==> src/hw/rtl/twdp_pkg.sv <==
`timescale 1ns / 1ps

package twdp_pkg;

   // Fixed result field widths
   localparam int LANE_IDX_W  = 4;
   localparam int COL_W       = 8;
   localparam int SUM_OUT_W   = 32;
   localparam int RSP_TDATA_W = 48;

   // Configuration port
   localparam int COUNT_W     = 9;
   localparam int CSR_DATA_W  = 32;
   localparam int CSR_ADDR_W  = 3;

   // Register select, taken from paddr[2]
   localparam logic REG_COLUMN_COUNT = 1'b0;

   // Two-bit weight codes; the other two codes add nothing
   localparam logic [1:0] CODE_PLUS  = 2'd1;
   localparam logic [1:0] CODE_MINUS = 2'd2;

   // Handover from the lanes to the result drain
   typedef struct packed {
      logic             take;
      logic [COL_W-1:0] column;
   } capture_type;

endpackage

==> src/hw/rtl/twdp_lane.sv <==
`timescale 1ns / 1ps

module twdp_lane #(
   parameter int ACT_WIDTH = 16,
   parameter int ACC_WIDTH = 32
) (
   input  logic                        clock,
   input  logic                        reset,
   input  logic                        accept,
   input  logic                        last,
   input  logic signed [ACT_WIDTH-1:0] activation,
   input  logic [1:0]                  code,
   output logic signed [ACC_WIDTH-1:0] sum_next,
   output logic                        sat_next
);

   localparam int SUM_W = ((ACC_WIDTH > ACT_WIDTH) ? ACC_WIDTH : ACT_WIDTH) + 1;

   localparam logic signed [ACC_WIDTH-1:0] ACC_MAX = {1'b0, {(ACC_WIDTH-1){1'b1}}};
   localparam logic signed [ACC_WIDTH-1:0] ACC_MIN = {1'b1, {(ACC_WIDTH-1){1'b0}}};

   logic signed [ACC_WIDTH-1:0] acc_ff;
   logic                        sat_ff;
   logic signed [ACC_WIDTH-1:0] acc_in;
   logic                        sat_in;
   logic signed [SUM_W-1:0]     acc_ext;
   logic signed [SUM_W-1:0]     act_ext;
   logic signed [SUM_W-1:0]     raw;
   logic                        active;

   assign acc_ext = SUM_W'(acc_ff);
   assign act_ext = SUM_W'(activation);

   always_comb begin
      raw    = acc_ext;
      active = 1'b1;
      case (code)
         twdp_pkg::CODE_PLUS:  raw = acc_ext + act_ext;
         twdp_pkg::CODE_MINUS: raw = acc_ext - act_ext;
         default:              active = 1'b0;
      endcase
   end

   // Clamp to the accumulator range and latch the flag on any clamp
   always_comb begin
      sum_next = acc_ff;
      sat_next = sat_ff;
      if (active) begin
         if (raw > SUM_W'(ACC_MAX)) begin
            sum_next = ACC_MAX;
            sat_next = 1'b1;
         end else if (raw < SUM_W'(ACC_MIN)) begin
            sum_next = ACC_MIN;
            sat_next = 1'b1;
         end else begin
            sum_next = ACC_WIDTH'(raw);
         end
      end
   end

   always_comb begin
      acc_in = acc_ff;
      sat_in = sat_ff;
      if (accept) begin
         acc_in = last ? '0 : sum_next;
         sat_in = last ? 1'b0 : sat_next;
      end
   end

   always_ff @(posedge clock) begin
      if (reset) begin
         acc_ff <= '0;
         sat_ff <= 1'b0;
      end else begin
         acc_ff <= acc_in;
         sat_ff <= sat_in;
      end
   end

endmodule

==> src/hw/rtl/twdp_drain.sv <==
`timescale 1ns / 1ps

module twdp_drain #(
   parameter int LANES     = 16,
   parameter int ACC_WIDTH = 32
) (
   input  logic                                  clock,
   input  logic                                  reset,
   input  twdp_pkg::capture_type                 capture,
   input  logic signed [ACC_WIDTH-1:0]           lane_sum [LANES],
   input  logic                                  lane_sat [LANES],
   output logic                                  busy,
   input  logic                                  rsp_tready,
   output logic                                  rsp_tvalid,
   output logic [twdp_pkg::RSP_TDATA_W-1:0]      rsp_tdata,
   output logic                                  rsp_tuser,
   output logic                                  rsp_tlast
);

   localparam int PTR_W = (LANES > 1) ? $clog2(LANES) : 1;

   logic signed [ACC_WIDTH-1:0]        snap_sum_ff [LANES];
   logic                               snap_sat_ff [LANES];
   logic [twdp_pkg::COL_W-1:0]         snap_col_ff;
   logic [PTR_W-1:0]                   ptr_ff, ptr_in;
   logic                               busy_ff, busy_in;
   logic                               valid_ff, valid_in;
   logic [twdp_pkg::LANE_IDX_W-1:0]    lane_ff;
   logic [twdp_pkg::COL_W-1:0]         col_ff;
   logic [twdp_pkg::SUM_OUT_W-1:0]     sum_ff;
   logic                               sat_ff;
   logic                               last_ff;
   logic                               out_free;
   logic                               advance;
   logic                               last_lane;

   assign out_free  = !valid_ff || rsp_tready;
   assign advance   = busy_ff && out_free;
   assign last_lane = (ptr_ff == PTR_W'(LANES - 1));

   always_comb begin
      busy_in  = busy_ff;
      ptr_in   = ptr_ff;
      valid_in = valid_ff;
      if (advance) begin
         valid_in = 1'b1;
         ptr_in   = ptr_ff + 1'b1;
         if (last_lane) busy_in = 1'b0;
      end else if (rsp_tready) begin
         valid_in = 1'b0;
      end
      if (capture.take) begin
         busy_in = 1'b1;
         ptr_in  = '0;
      end
   end

   always_ff @(posedge clock) begin
      if (reset) begin
         busy_ff  <= 1'b0;
         ptr_ff   <= '0;
         valid_ff <= 1'b0;
      end else begin
         busy_ff  <= busy_in;
         ptr_ff   <= ptr_in;
         valid_ff <= valid_in;
      end
   end

   // Snapshot of the finished column, then one lane per transfer
   always_ff @(posedge clock) begin
      if (capture.take) begin
         snap_sum_ff <= lane_sum;
         snap_sat_ff <= lane_sat;
         snap_col_ff <= capture.column;
      end
      if (advance) begin
         lane_ff <= twdp_pkg::LANE_IDX_W'(ptr_ff);
         col_ff  <= snap_col_ff;
         sum_ff  <= twdp_pkg::SUM_OUT_W'(snap_sum_ff[ptr_ff]);
         sat_ff  <= snap_sat_ff[ptr_ff];
         last_ff <= last_lane;
      end
   end

   assign busy       = busy_ff;
   assign rsp_tvalid = valid_ff;
   assign rsp_tdata  = {4'b0, sum_ff, col_ff, lane_ff};
   assign rsp_tuser  = sat_ff;
   assign rsp_tlast  = last_ff;

endmodule

==> src/hw/rtl/ternary_weight_dot_product_unit.sv <==
`timescale 1ns / 1ps

// Ternary-weight dot-product tile. Each req transfer carries one Q1.14
// activation and the two-bit weight codes of LANES output rows; every lane
// adds (+1), subtracts (-1) or ignores the activation in a saturating
// accumulator, all lanes in the same cycle. A transfer with req_tlast set
// closes the column: the final sums are snapshotted into the result drain,
// the accumulators clear, and the drain sends one rsp transfer per lane in
// lane order, tagged with the column index (which wraps at column_count)
// and a saturation flag. Input items are taken one per cycle; the only stall
// is a closing item that arrives while the previous column's results are
// still draining. The floor per column is the one-result-per-cycle output
// port, while rsp_tready holds, and the drain frees the snapshot only once
// its last lane has moved to the output register. The closing transfer
// registers the snapshot, and the drain then registers the first result.
module ternary_weight_dot_product_unit #(
   parameter int LANES     = 16,
   parameter int ACT_WIDTH = 16,
   parameter int ACC_WIDTH = 32,
   localparam int REQ_TDATA_W = ((ACT_WIDTH + 2 * LANES + 7) / 8) * 8
) (
   input  logic                                clock,
   input  logic                                reset,
   // activation [ACT_WIDTH-1:0], weight_trits [ACT_WIDTH +: 2*LANES], zero pad
   input  logic [REQ_TDATA_W-1:0]              req_tdata,
   input  logic                                req_tlast,
   input  logic                                req_tvalid,
   output logic                                req_tready,
   // lane_index [3:0], column_index [11:4], dot_sum [43:12], zero pad
   output logic [twdp_pkg::RSP_TDATA_W-1:0]    rsp_tdata,
   // saturated [0]
   output logic                                rsp_tuser,
   output logic                                rsp_tlast,
   output logic                                rsp_tvalid,
   input  logic                                rsp_tready,
   input  logic                                csr_psel,
   input  logic                                csr_penable,
   input  logic                                csr_pwrite,
   input  logic [twdp_pkg::CSR_ADDR_W-1:0]     csr_paddr,
   input  logic [twdp_pkg::CSR_DATA_W-1:0]     csr_pwdata,
   output logic [twdp_pkg::CSR_DATA_W-1:0]     csr_prdata,
   output logic                                csr_pready
);

   logic [twdp_pkg::COUNT_W-1:0]   count_ff, count_in;
   logic [twdp_pkg::COL_W-1:0]     column_ff, column_in;
   logic [twdp_pkg::COUNT_W-1:0]   eff_count;
   logic [twdp_pkg::COUNT_W-1:0]   column_step;
   logic                           csr_write;
   logic                           accept;
   logic                           close;
   logic                           drain_busy;
   twdp_pkg::capture_type          capture;
   logic signed [ACT_WIDTH-1:0]    activation;
   logic signed [ACC_WIDTH-1:0]    lane_sum [LANES];
   logic                           lane_sat [LANES];

   // Configuration: one register, column_count, at byte address 0
   assign csr_pready = 1'b1;
   assign csr_write  = csr_psel && csr_penable && csr_pwrite && csr_pready
                       && (csr_paddr[2] == twdp_pkg::REG_COLUMN_COUNT);
   assign csr_prdata = (csr_paddr[2] == twdp_pkg::REG_COLUMN_COUNT)
                       ? twdp_pkg::CSR_DATA_W'(count_ff) : '0;

   // Hold a closing item back while the drain still owns the snapshot
   assign req_tready = !req_tlast || !drain_busy;
   assign accept     = req_tvalid && req_tready;
   assign close      = accept && req_tlast;
   assign activation = req_tdata[ACT_WIDTH-1:0];

   // Clamp the count to 1..256 before the wrap compare
   always_comb begin
      eff_count = count_ff;
      if (count_ff == '0) eff_count = twdp_pkg::COUNT_W'(1);
      else if (count_ff > twdp_pkg::COUNT_W'(256)) eff_count = twdp_pkg::COUNT_W'(256);
   end

   assign column_step = twdp_pkg::COUNT_W'(column_ff) + 1'b1;

   always_comb begin
      count_in  = count_ff;
      column_in = column_ff;
      if (csr_write) count_in = csr_pwdata[twdp_pkg::COUNT_W-1:0];
      if (close) begin
         column_in = (column_step >= eff_count) ? '0
                                                : column_step[twdp_pkg::COL_W-1:0];
      end
   end

   always_ff @(posedge clock) begin
      if (reset) begin
         count_ff  <= twdp_pkg::COUNT_W'(1);
         column_ff <= '0;
      end else begin
         count_ff  <= count_in;
         column_ff <= column_in;
      end
   end

   assign capture.take   = close;
   assign capture.column = column_ff;

   for (genvar i = 0; i < LANES; i++) begin : g_lane
      twdp_lane #(
         .ACT_WIDTH (ACT_WIDTH),
         .ACC_WIDTH (ACC_WIDTH)
      ) u_lane (
         .clock      (clock),
         .reset      (reset),
         .accept     (accept),
         .last       (req_tlast),
         .activation (activation),
         .code       (req_tdata[ACT_WIDTH + 2 * i +: 2]),
         .sum_next   (lane_sum[i]),
         .sat_next   (lane_sat[i])
      );
   end

   twdp_drain #(
      .LANES     (LANES),
      .ACC_WIDTH (ACC_WIDTH)
   ) u_drain (
      .clock      (clock),
      .reset      (reset),
      .capture    (capture),
      .lane_sum   (lane_sum),
      .lane_sat   (lane_sat),
      .busy       (drain_busy),
      .rsp_tready (rsp_tready),
      .rsp_tvalid (rsp_tvalid),
      .rsp_tdata  (rsp_tdata),
      .rsp_tuser  (rsp_tuser),
      .rsp_tlast  (rsp_tlast)
   );

endmodule

==> config.mk <==
export PLATFORM = sky130hd
export DESIGN_NAME = ternary_weight_dot_product_unit
export DESIGN_NICKNAME = d
export VERILOG_FILES = /design/src/hw/rtl/twdp_pkg.sv /design/src/hw/rtl/twdp_lane.sv /design/src/hw/rtl/twdp_drain.sv /design/src/hw/rtl/ternary_weight_dot_product_unit.sv
export SDC_FILE = /design/constraint.sdc
export NUM_CORES = 2
export LEC_CHECK = 0
export BUFFER_PORTS_ARGS = -buffer_cell sky130_fd_sc_hd__buf_4
export CELL_PAD_IN_SITES_DETAIL_PLACEMENT = 1
export CELL_PAD_IN_SITES_GLOBAL_PLACEMENT = 2
export CORE_MARGIN = 1.5
export CORE_UTILIZATION = 37
export CTS_CLUSTER_SIZE = 28
export DETAILED_ROUTE_END_ITERATION = 8
export PLACE_DENSITY = 0.8
export SLEW_MARGIN = 20
export SYNTH_ARGS = -nofsm -noshare
export SYNTH_HDL_FRONTEND = slang
export SYNTH_SLANG_ARGS = --single-unit
==> constraint.sdc <==
create_clock -name clock -period 12.7 [get_ports clock]
set_input_delay 1.27 -clock clock [delete_from_list [all_inputs] [get_ports clock]]
set_output_delay 1.27 -clock clock [all_outputs]
set_load 0.005 [all_outputs]
After elaboration in Yosys (flattened, before gate mapping)
Index checks and enable logic that the tools add are counted.
{ "totals": {"register_bits": 1133, "in_bits": 91, "out_inout_bits": 85, "elab_cells": 387} }
{ "op_classes": {"addsub": 34, "n_lt_le_gt_ge": 35, "n_eq_ne": 33, "n_mux": 175, "bitwise": 2, "reduce_logical": 33} }
{ "ops": {"columns": ["op", "count"], "rows": [
  ["2-to-1 mux 32 bit", 66],
  ["case mux 33 bit (2 select lines)", 16],
  ["adder 32 x 16 -> 33 bit", 16],
  ["greater-than comparator 33 x 32 -> 1 bit (second input constant)", 16],
  ["< comparator 33 x 32 -> 1 bit (second input constant)", 16],
  ["subtractor 32 x 16 -> 33 bit", 16],
  ["binary-select mux 32 bit (select 4 bit)", 1],
  ["2-to-1 mux 1 bit", 87],
  ["OR reduction 2 bit", 17],
  ["== test 2 x 1 -> 1 bit (second input constant)", 16],
  ["== test 2 bit (second input constant)", 16],
  ["2-to-1 mux 9 bit", 3],
  ["adder 8 x 1 -> 9 bit (second input constant)", 1],
  ["greater-or-equal comparator 9 bit", 1],
  ["greater-than comparator 9 bit (second input constant)", 1],
  ["zero test 9 bit", 1],
  ["2-to-1 mux 8 bit", 1],
  ["logical AND 1 bit", 6],
  ["nonzero test 2 bit", 3],
  ["greater-or-equal comparator 5 bit (second input constant)", 1],
  ["NOT 4 -> 5 bit", 1],
  ["adder 4 x 1 -> 4 bit (second input constant)", 1],
  ["binary-select mux 1 bit (select 4 bit)", 1],
  ["== test 4 bit (second input constant)", 1],
  ["other kinds (4)", 7]
]} }

Logic depth before layout (Yosys ltp)
{ "logic_depth": {"word_depth": 7, "depth_mapped": 29, "mapped_depth_nobuf": 22} }

Modules after synthesis
From an unflattened synthesis, not the netlist that was laid out.
{ "unflattened": {"hier_cells": 10308, "area_unflattened_um2": 89975.0} }
{ "by_module_without_submodules": {"columns": ["module", "n_inst", "cells_each", "area_each_um2", "seq_area_each_um2"], "rows": [
  ["twdp_lane (g_lane[0].u_lane ...)", 12, 587, 4232.8, 660.6],
  ["twdp_drain", 1, 898, 21624.5, 17596.9],
  ["twdp_lane (g_lane[14].u_lane ...)", 2, 551, 4035.1, 660.6],
  ["twdp_lane (g_lane[13].u_lane)", 1, 546, 4090.2, 660.6],
  ["twdp_lane (g_lane[9].u_lane)", 1, 544, 4048.9, 660.6],
  ["ternary_weight_dot_product_unit", 1, 174, 1347.5, 340.3]
]} }

Worst setup path before layout
No wires, ideal clock.
{ "synth_path": {"path_type": "input -> register", "start": "input port req_tlast", "end": "register u_drain.snap_col_ff[0] (netlist name), enable pin", "setup_ns": 0.882, "arrival_time_ns": 12.466, "required_ns": 11.818, "setup_slack_ns": -0.648, "path_stages": 6, "n_path_buf": 2, "path_cell_list": "nand2_1 and2_1 clkbuf_1 clkbuf_1 nand2_1 inv_1"} }
{ "synth_between": {"elab_chain_cells": 4} }
{ "synth_rtl": {"columns": ["item", "line", "rtl"], "rows": [
  ["start, declared", "ternary_weight_dot_product_unit.sv:26", "input logic req_tlast,"],
  ["zero test 1 bit", "ternary_weight_dot_product_unit.sv:66", "assign req_tready = !req_tlast || !drain_busy;"],
  ["logical OR 1 bit", "ternary_weight_dot_product_unit.sv:66", null],
  ["logical AND 1 bit", "ternary_weight_dot_product_unit.sv:67", "assign accept = req_tvalid && req_tready;"],
  ["logical AND 1 bit *", "ternary_weight_dot_product_unit.sv:68", "assign close = accept && req_tlast;"],
  ["via close", "ternary_weight_dot_product_unit.sv:51", "logic close;"],
  ["end signal, assigned", "twdp_drain.sv:75", "snap_col_ff <= capture.column;"],
  ["end, declared", "twdp_drain.sv:24", "logic [twdp_pkg::COL_W-1:0] snap_col_ff;"]
]} }
The timed path passes the listed nets; every way through them passes the cells marked *.
A chain may end at the register's enable or synchronous reset.

Worst setup path in the final report
{ "layout_path": {"start": "input port req_tdata[1]", "end": "register u_drain.snap_sum_ff[461] (netlist name) (data pin)"} }
{ "layout_between": {"elab_chain_cells": 6, "elab_cells_between_ends": 8, "cone_classes": "2 x add/sub; 2 x order compare; 4 x mux"} }
{ "layout_rtl": {"columns": ["item", "line", "rtl"], "rows": [
  ["start, declared", "ternary_weight_dot_product_unit.sv:25", "input logic [REQ_TDATA_W-1:0] req_tdata,"],
  ["subtractor 32 x 16 -> 33 bit / adder 32 x 16 -> 33 bit (equally long branches)", "twdp_lane.sv:39, twdp_lane.sv:38", null],
  ["case mux 33 bit (2 select lines) *", "twdp_lane.sv:37", "case (code)"],
  ["< comparator 33 x 32 -> 1 bit", "twdp_lane.sv:52", "end else if (raw < SUM_W'(ACC_MIN)) begin"],
  ["2-to-1 mux 32 bit", "twdp_lane.sv:52", null],
  ["2-to-1 mux 32 bit *", "twdp_lane.sv:49", "if (raw > SUM_W'(ACC_MAX)) begin"],
  ["2-to-1 mux 32 bit *", "twdp_lane.sv:48", "if (active) begin"],
  ["via g_lane[1].u_lane.sum_next[13]", "twdp_lane.sv:13", "output logic signed [ACC_WIDTH-1:0] sum_next,"],
  ["end signal, assigned", "twdp_drain.sv:73", "snap_sum_ff <= lane_sum;"],
  ["end, declared", "twdp_drain.sv:22", "logic signed [ACC_WIDTH-1:0] snap_sum_ff [LANES];"]
]} }
Marked as above.

==> results.md <==
* Slew @ Worst Pin at between 1000 and 1500 ps
* CP Buf/Inv Count at 9
* Max-Cap Viols at 0
* # DRC at 0
* Clk slew on worst S/H paths at around 60 ps
* Detail Placement HPWL at approximately 250 mm
* Hold Fails Final Rpt at 0
* Num CTS Buffers at approximately 150
* DR vias at around 77000
* Crit Path Class: in2reg
* Max-slew violation count at 0
* Post-Route Setup TNS at 0 ps
* Overall routing resource usage at 29.9%
* Critical Path Source: req_tdata[1]
* Share of layout cells above drive strength 1 at 9.63%
* Number of distinct library cells after synthesis at roughly 110
* Overflow after GRT at 0
* Worst-Skew Late Latency at between 800 and 900 ps
* FF-to-FF path depth at 14
* Io pins at around 180
* Initial antenna violation count at 45
* Largest net degree at the start of global routing at between 150 and 200
* Skew final at between 30 and 40 ps
* Status: completed
* Ys async rst share at 0%
* Nets at 9972
* Post_cts resized at 0
* Post-synth top area share at around a fifth
* Post-Syn Area at 84400 sq um
* Die X at just under 500 microns
* Synth top area cells: edfxtp_1 21%, dfxtp_1 13%, ha_1 8.0%
* Pleak at approximately 36 nW
* Register Area at roughly 29000 sq um
* Die ar. at around 230000 sq um
* Most frequent CP cell: buf_4
* Ys flop type: edfxtp_1
* Antenna Nets Post-Route at 0
* CTS tree: built
* Final setup viols at 0
* Htree depth at 4
* Chip height at 481 microns
* WP depth at 26
* Delay-heaviest family, CP: buffers and inverters
* TritonRoute pass-1 iters at 6
* Iteration-0 DRC Markers at between 7000 and 8000
* Worst r2r src: g_lane[14].u_lane.acc_ff[0]
* Critical Path Max Stage Delay at ~740 ps
* Flop2flop setup slack at around 7600 ps
* # Post-CTS Setup Buffers at 0
* Relative slew slack at roughly 15%
* Crit start category: input pin
* CTS Sinks at 1133
* Post-Synthesis Cells at around 9500
* Mapped Avg Cell Area at 8.86 sq um
* Clock buffer depth at 3
* Crit path required time at around 13000 ps
* Routed WL at ~350 mm
* EDFF count, synth at between 500 and 600
* Cell taking the most area after synthesis: edfxtp_1
* Port Buffers at approximately 120
* Critical Path End Type: flop
* Crit path to: u_drain.snap_sum_ff[461]
* Yosys Warn Count at 0
* Worst-case vdd ir drop at just under 0.09 mV
* Row cnt at ~180
* Reg-to-Reg End: g_lane[14].u_lane.acc_ff[10]
* Register area share after synthesis at 33.8%
* Fmax at between 0.1 and 0.15 GHz
* Grt met1 use at between 30 and 40%
* Clock Root Buffer: clkbuf_16
* Fillcell total at between 20000 and 30000
* Yosys reg bits at about 1100
* Core box area at around 230000 sq um
* M3 GR Usage at 4.07%
* Initial core utilization at 37.2%
* Routed vias/inst at slightly above 6
* Setup repair after global routing missed its margin: false
* Gpl congestion at ~0.96
* Critical Path AT at between 9000 and 10000 ps
* Crit-path slowest cell: nor3b_4
* Vias in the first global route at about 76000
* Top Usage Layer GRT: met2
* Area of the multi-input gates at around 53000 sq um
* Global-route wire length before repair at between 500 and 600 mm
* Fin crit period at about 9400 ps
* Wire per inst at approximately 28 microns
* PwrDens at between 100 and 150 nW/um^2
* Post-CTS Hold Buffers at 0
* Post-route clock period utilization at between 70% and 80%
* CP Max Fanout at 26
* Met2 Use GR at between 40 and 50%
* Final Total Pwr at between 10 and 15 mW
* Area Growth Syn to Fin at 10.4%
* Worst hold-check path type: reg2reg
[metal layers]
metal	up-vias	routed length, microns
li1	34644	-
met1	38989	149000
met4	12	21500
met2	2609	161000
met3	699	23400
met5	-	71
[kinds of logic (layout without fill, tap and decap cells)]
logic type	after synthesis	in the layout	share of synthesized area, %
buffers and inverters	853	754	4.13
and+or+nand+nor	2506	2506	13.4
muxes	270	270	5.75
adders and majority gates	851	851	11.9
DFF	1133	1133	33.8
AOI/OAI and AO/OA	3232	3232	23.9
xor gates and xnor gates	674	674	7.03
other	2	48	0.00890
[cell type report]
class	instances	share of cell area [%]
Clock buffer	182	4.29
Timing Repair Buffer	273	2.26
Sequential cell	1133	30.6
Multi-Input combinational cell	7561	56.8
Antenna cell	20	0.0538
Inverter	209	0.847
Tap cell	3009	4.04
Clock inverter	90	1.06
[cells in the final DEF (no fill, tap or decap), types with 68 or more instances in the layout]
master	netlist	routed
edfxtp_1	582	582
ha_1	542	528
o21a_1	69	69
nor2_1	603	594
a31oi_1	69	68
mux4_2	165	165
o21bai_1	70	70
inv_1	203	200
nand2_1	1126	1123
clkbuf_16	0	151
a22o_1	193	193
dfxtp_1	551	547
o211ai_1	131	131
nand2b_1	90	90
o21ai_0	940	938
nor2b_1	93	91
xor2_1	195	191
nor3_1	81	81
buf_4	34	268
xnor2_1	475	471
and3_1	77	77
a21oi_1	911	908
nand3_1	124	124
a21o_1	319	318
maj3_1	282	282
[state kept, by name, indices dropped and copies added, names as in the netlist]
name                  cells
column_ff                 8
count_ff                  9
g_lane.u_lane.acc_ff    512
g_lane.u_lane.sat_ff     16
u_drain.busy              1
u_drain.col_ff            8
u_drain.lane_ff           4
u_drain.ptr_ff            4
u_drain.rsp_tlast         1
u_drain.rsp_tuser         1
u_drain.rsp_tvalid        1
u_drain.snap_col_ff       8
u_drain.snap_sat_ff      16
u_drain.snap_sum_ff     512
u_drain.sum_ff           32
[power breakdown]
part	total, mW	switching (mW)	internal (mW)
clock	4.41	1.86	2.55
sequential	4.45	0.220	4.24
combinational	4.12	2.66	1.46
total	13.0	4.74	8.24
[metrics by stage]
| stage | util, % | hold WS (ps) | std cells | setup slack [ps] | cell area [sq um] |
|---|---|---|---|---|---|
| after floorplan | - | 400 | 9547 | 2230 | 84500 |
| after global placement | 38.8 | 411 | 12184 | 2630 | 88000 |
| after detailed placement | 38.8 | 410 | 12185 | 2750 | 88100 |
| after CTS | 41.0 | 422 | 12457 | 3590 | 93000 |
| after global routing | 41.0 | 432 | 12460 | 3300 | 93100 |
| final | 41.0 | 420 | 12477 | 3340 | 93100 |
[synthesized netlist by cell type (36+ instances only)]
library cell  number
a211o_1           37
a211oi_1          50
a21o_1           319
a21oi_1          911
a221o_1           36
a22o_1           193
a31oi_1           69
and2_1            56
and3_1            77
buf_1             56
buf_2             62
clkbuf_1         480
dfxtp_1          551
edfxtp_1         582
ha_1             542
inv_1            203
maj3_1           282
mux2_2            53
mux2i_1           50
mux4_2           165
nand2_1         1126
nand2b_1          90
nand3_1          124
nand4_1           64
nor2_1           603
nor2b_1           93
nor3_1            81
o211ai_1         131
o21a_1            69
o21ai_0          940
o21ai_1           63
o21bai_1          70
o31ai_1           48
or2_2             39
or3_1             46
xnor2_1          475
xor2_1           195
[worst min-delay path by stage]
stage	from	end	depth (start not counted)
floorplan	u_drain.snap_col_ff[0]	u_drain.col_ff[0]	0
global placement	u_drain.snap_col_ff[4]	u_drain.col_ff[4]	0
detailed placement	u_drain.snap_col_ff[0]	u_drain.col_ff[0]	0
CTS	u_drain.snap_col_ff[1]	u_drain.col_ff[1]	0
global route	u_drain.snap_col_ff[1]	u_drain.col_ff[1]	0
finish	u_drain.snap_col_ff[0]	u_drain.col_ff[0]	0
No activity file was read; power rests on OpenSTA's default activity.
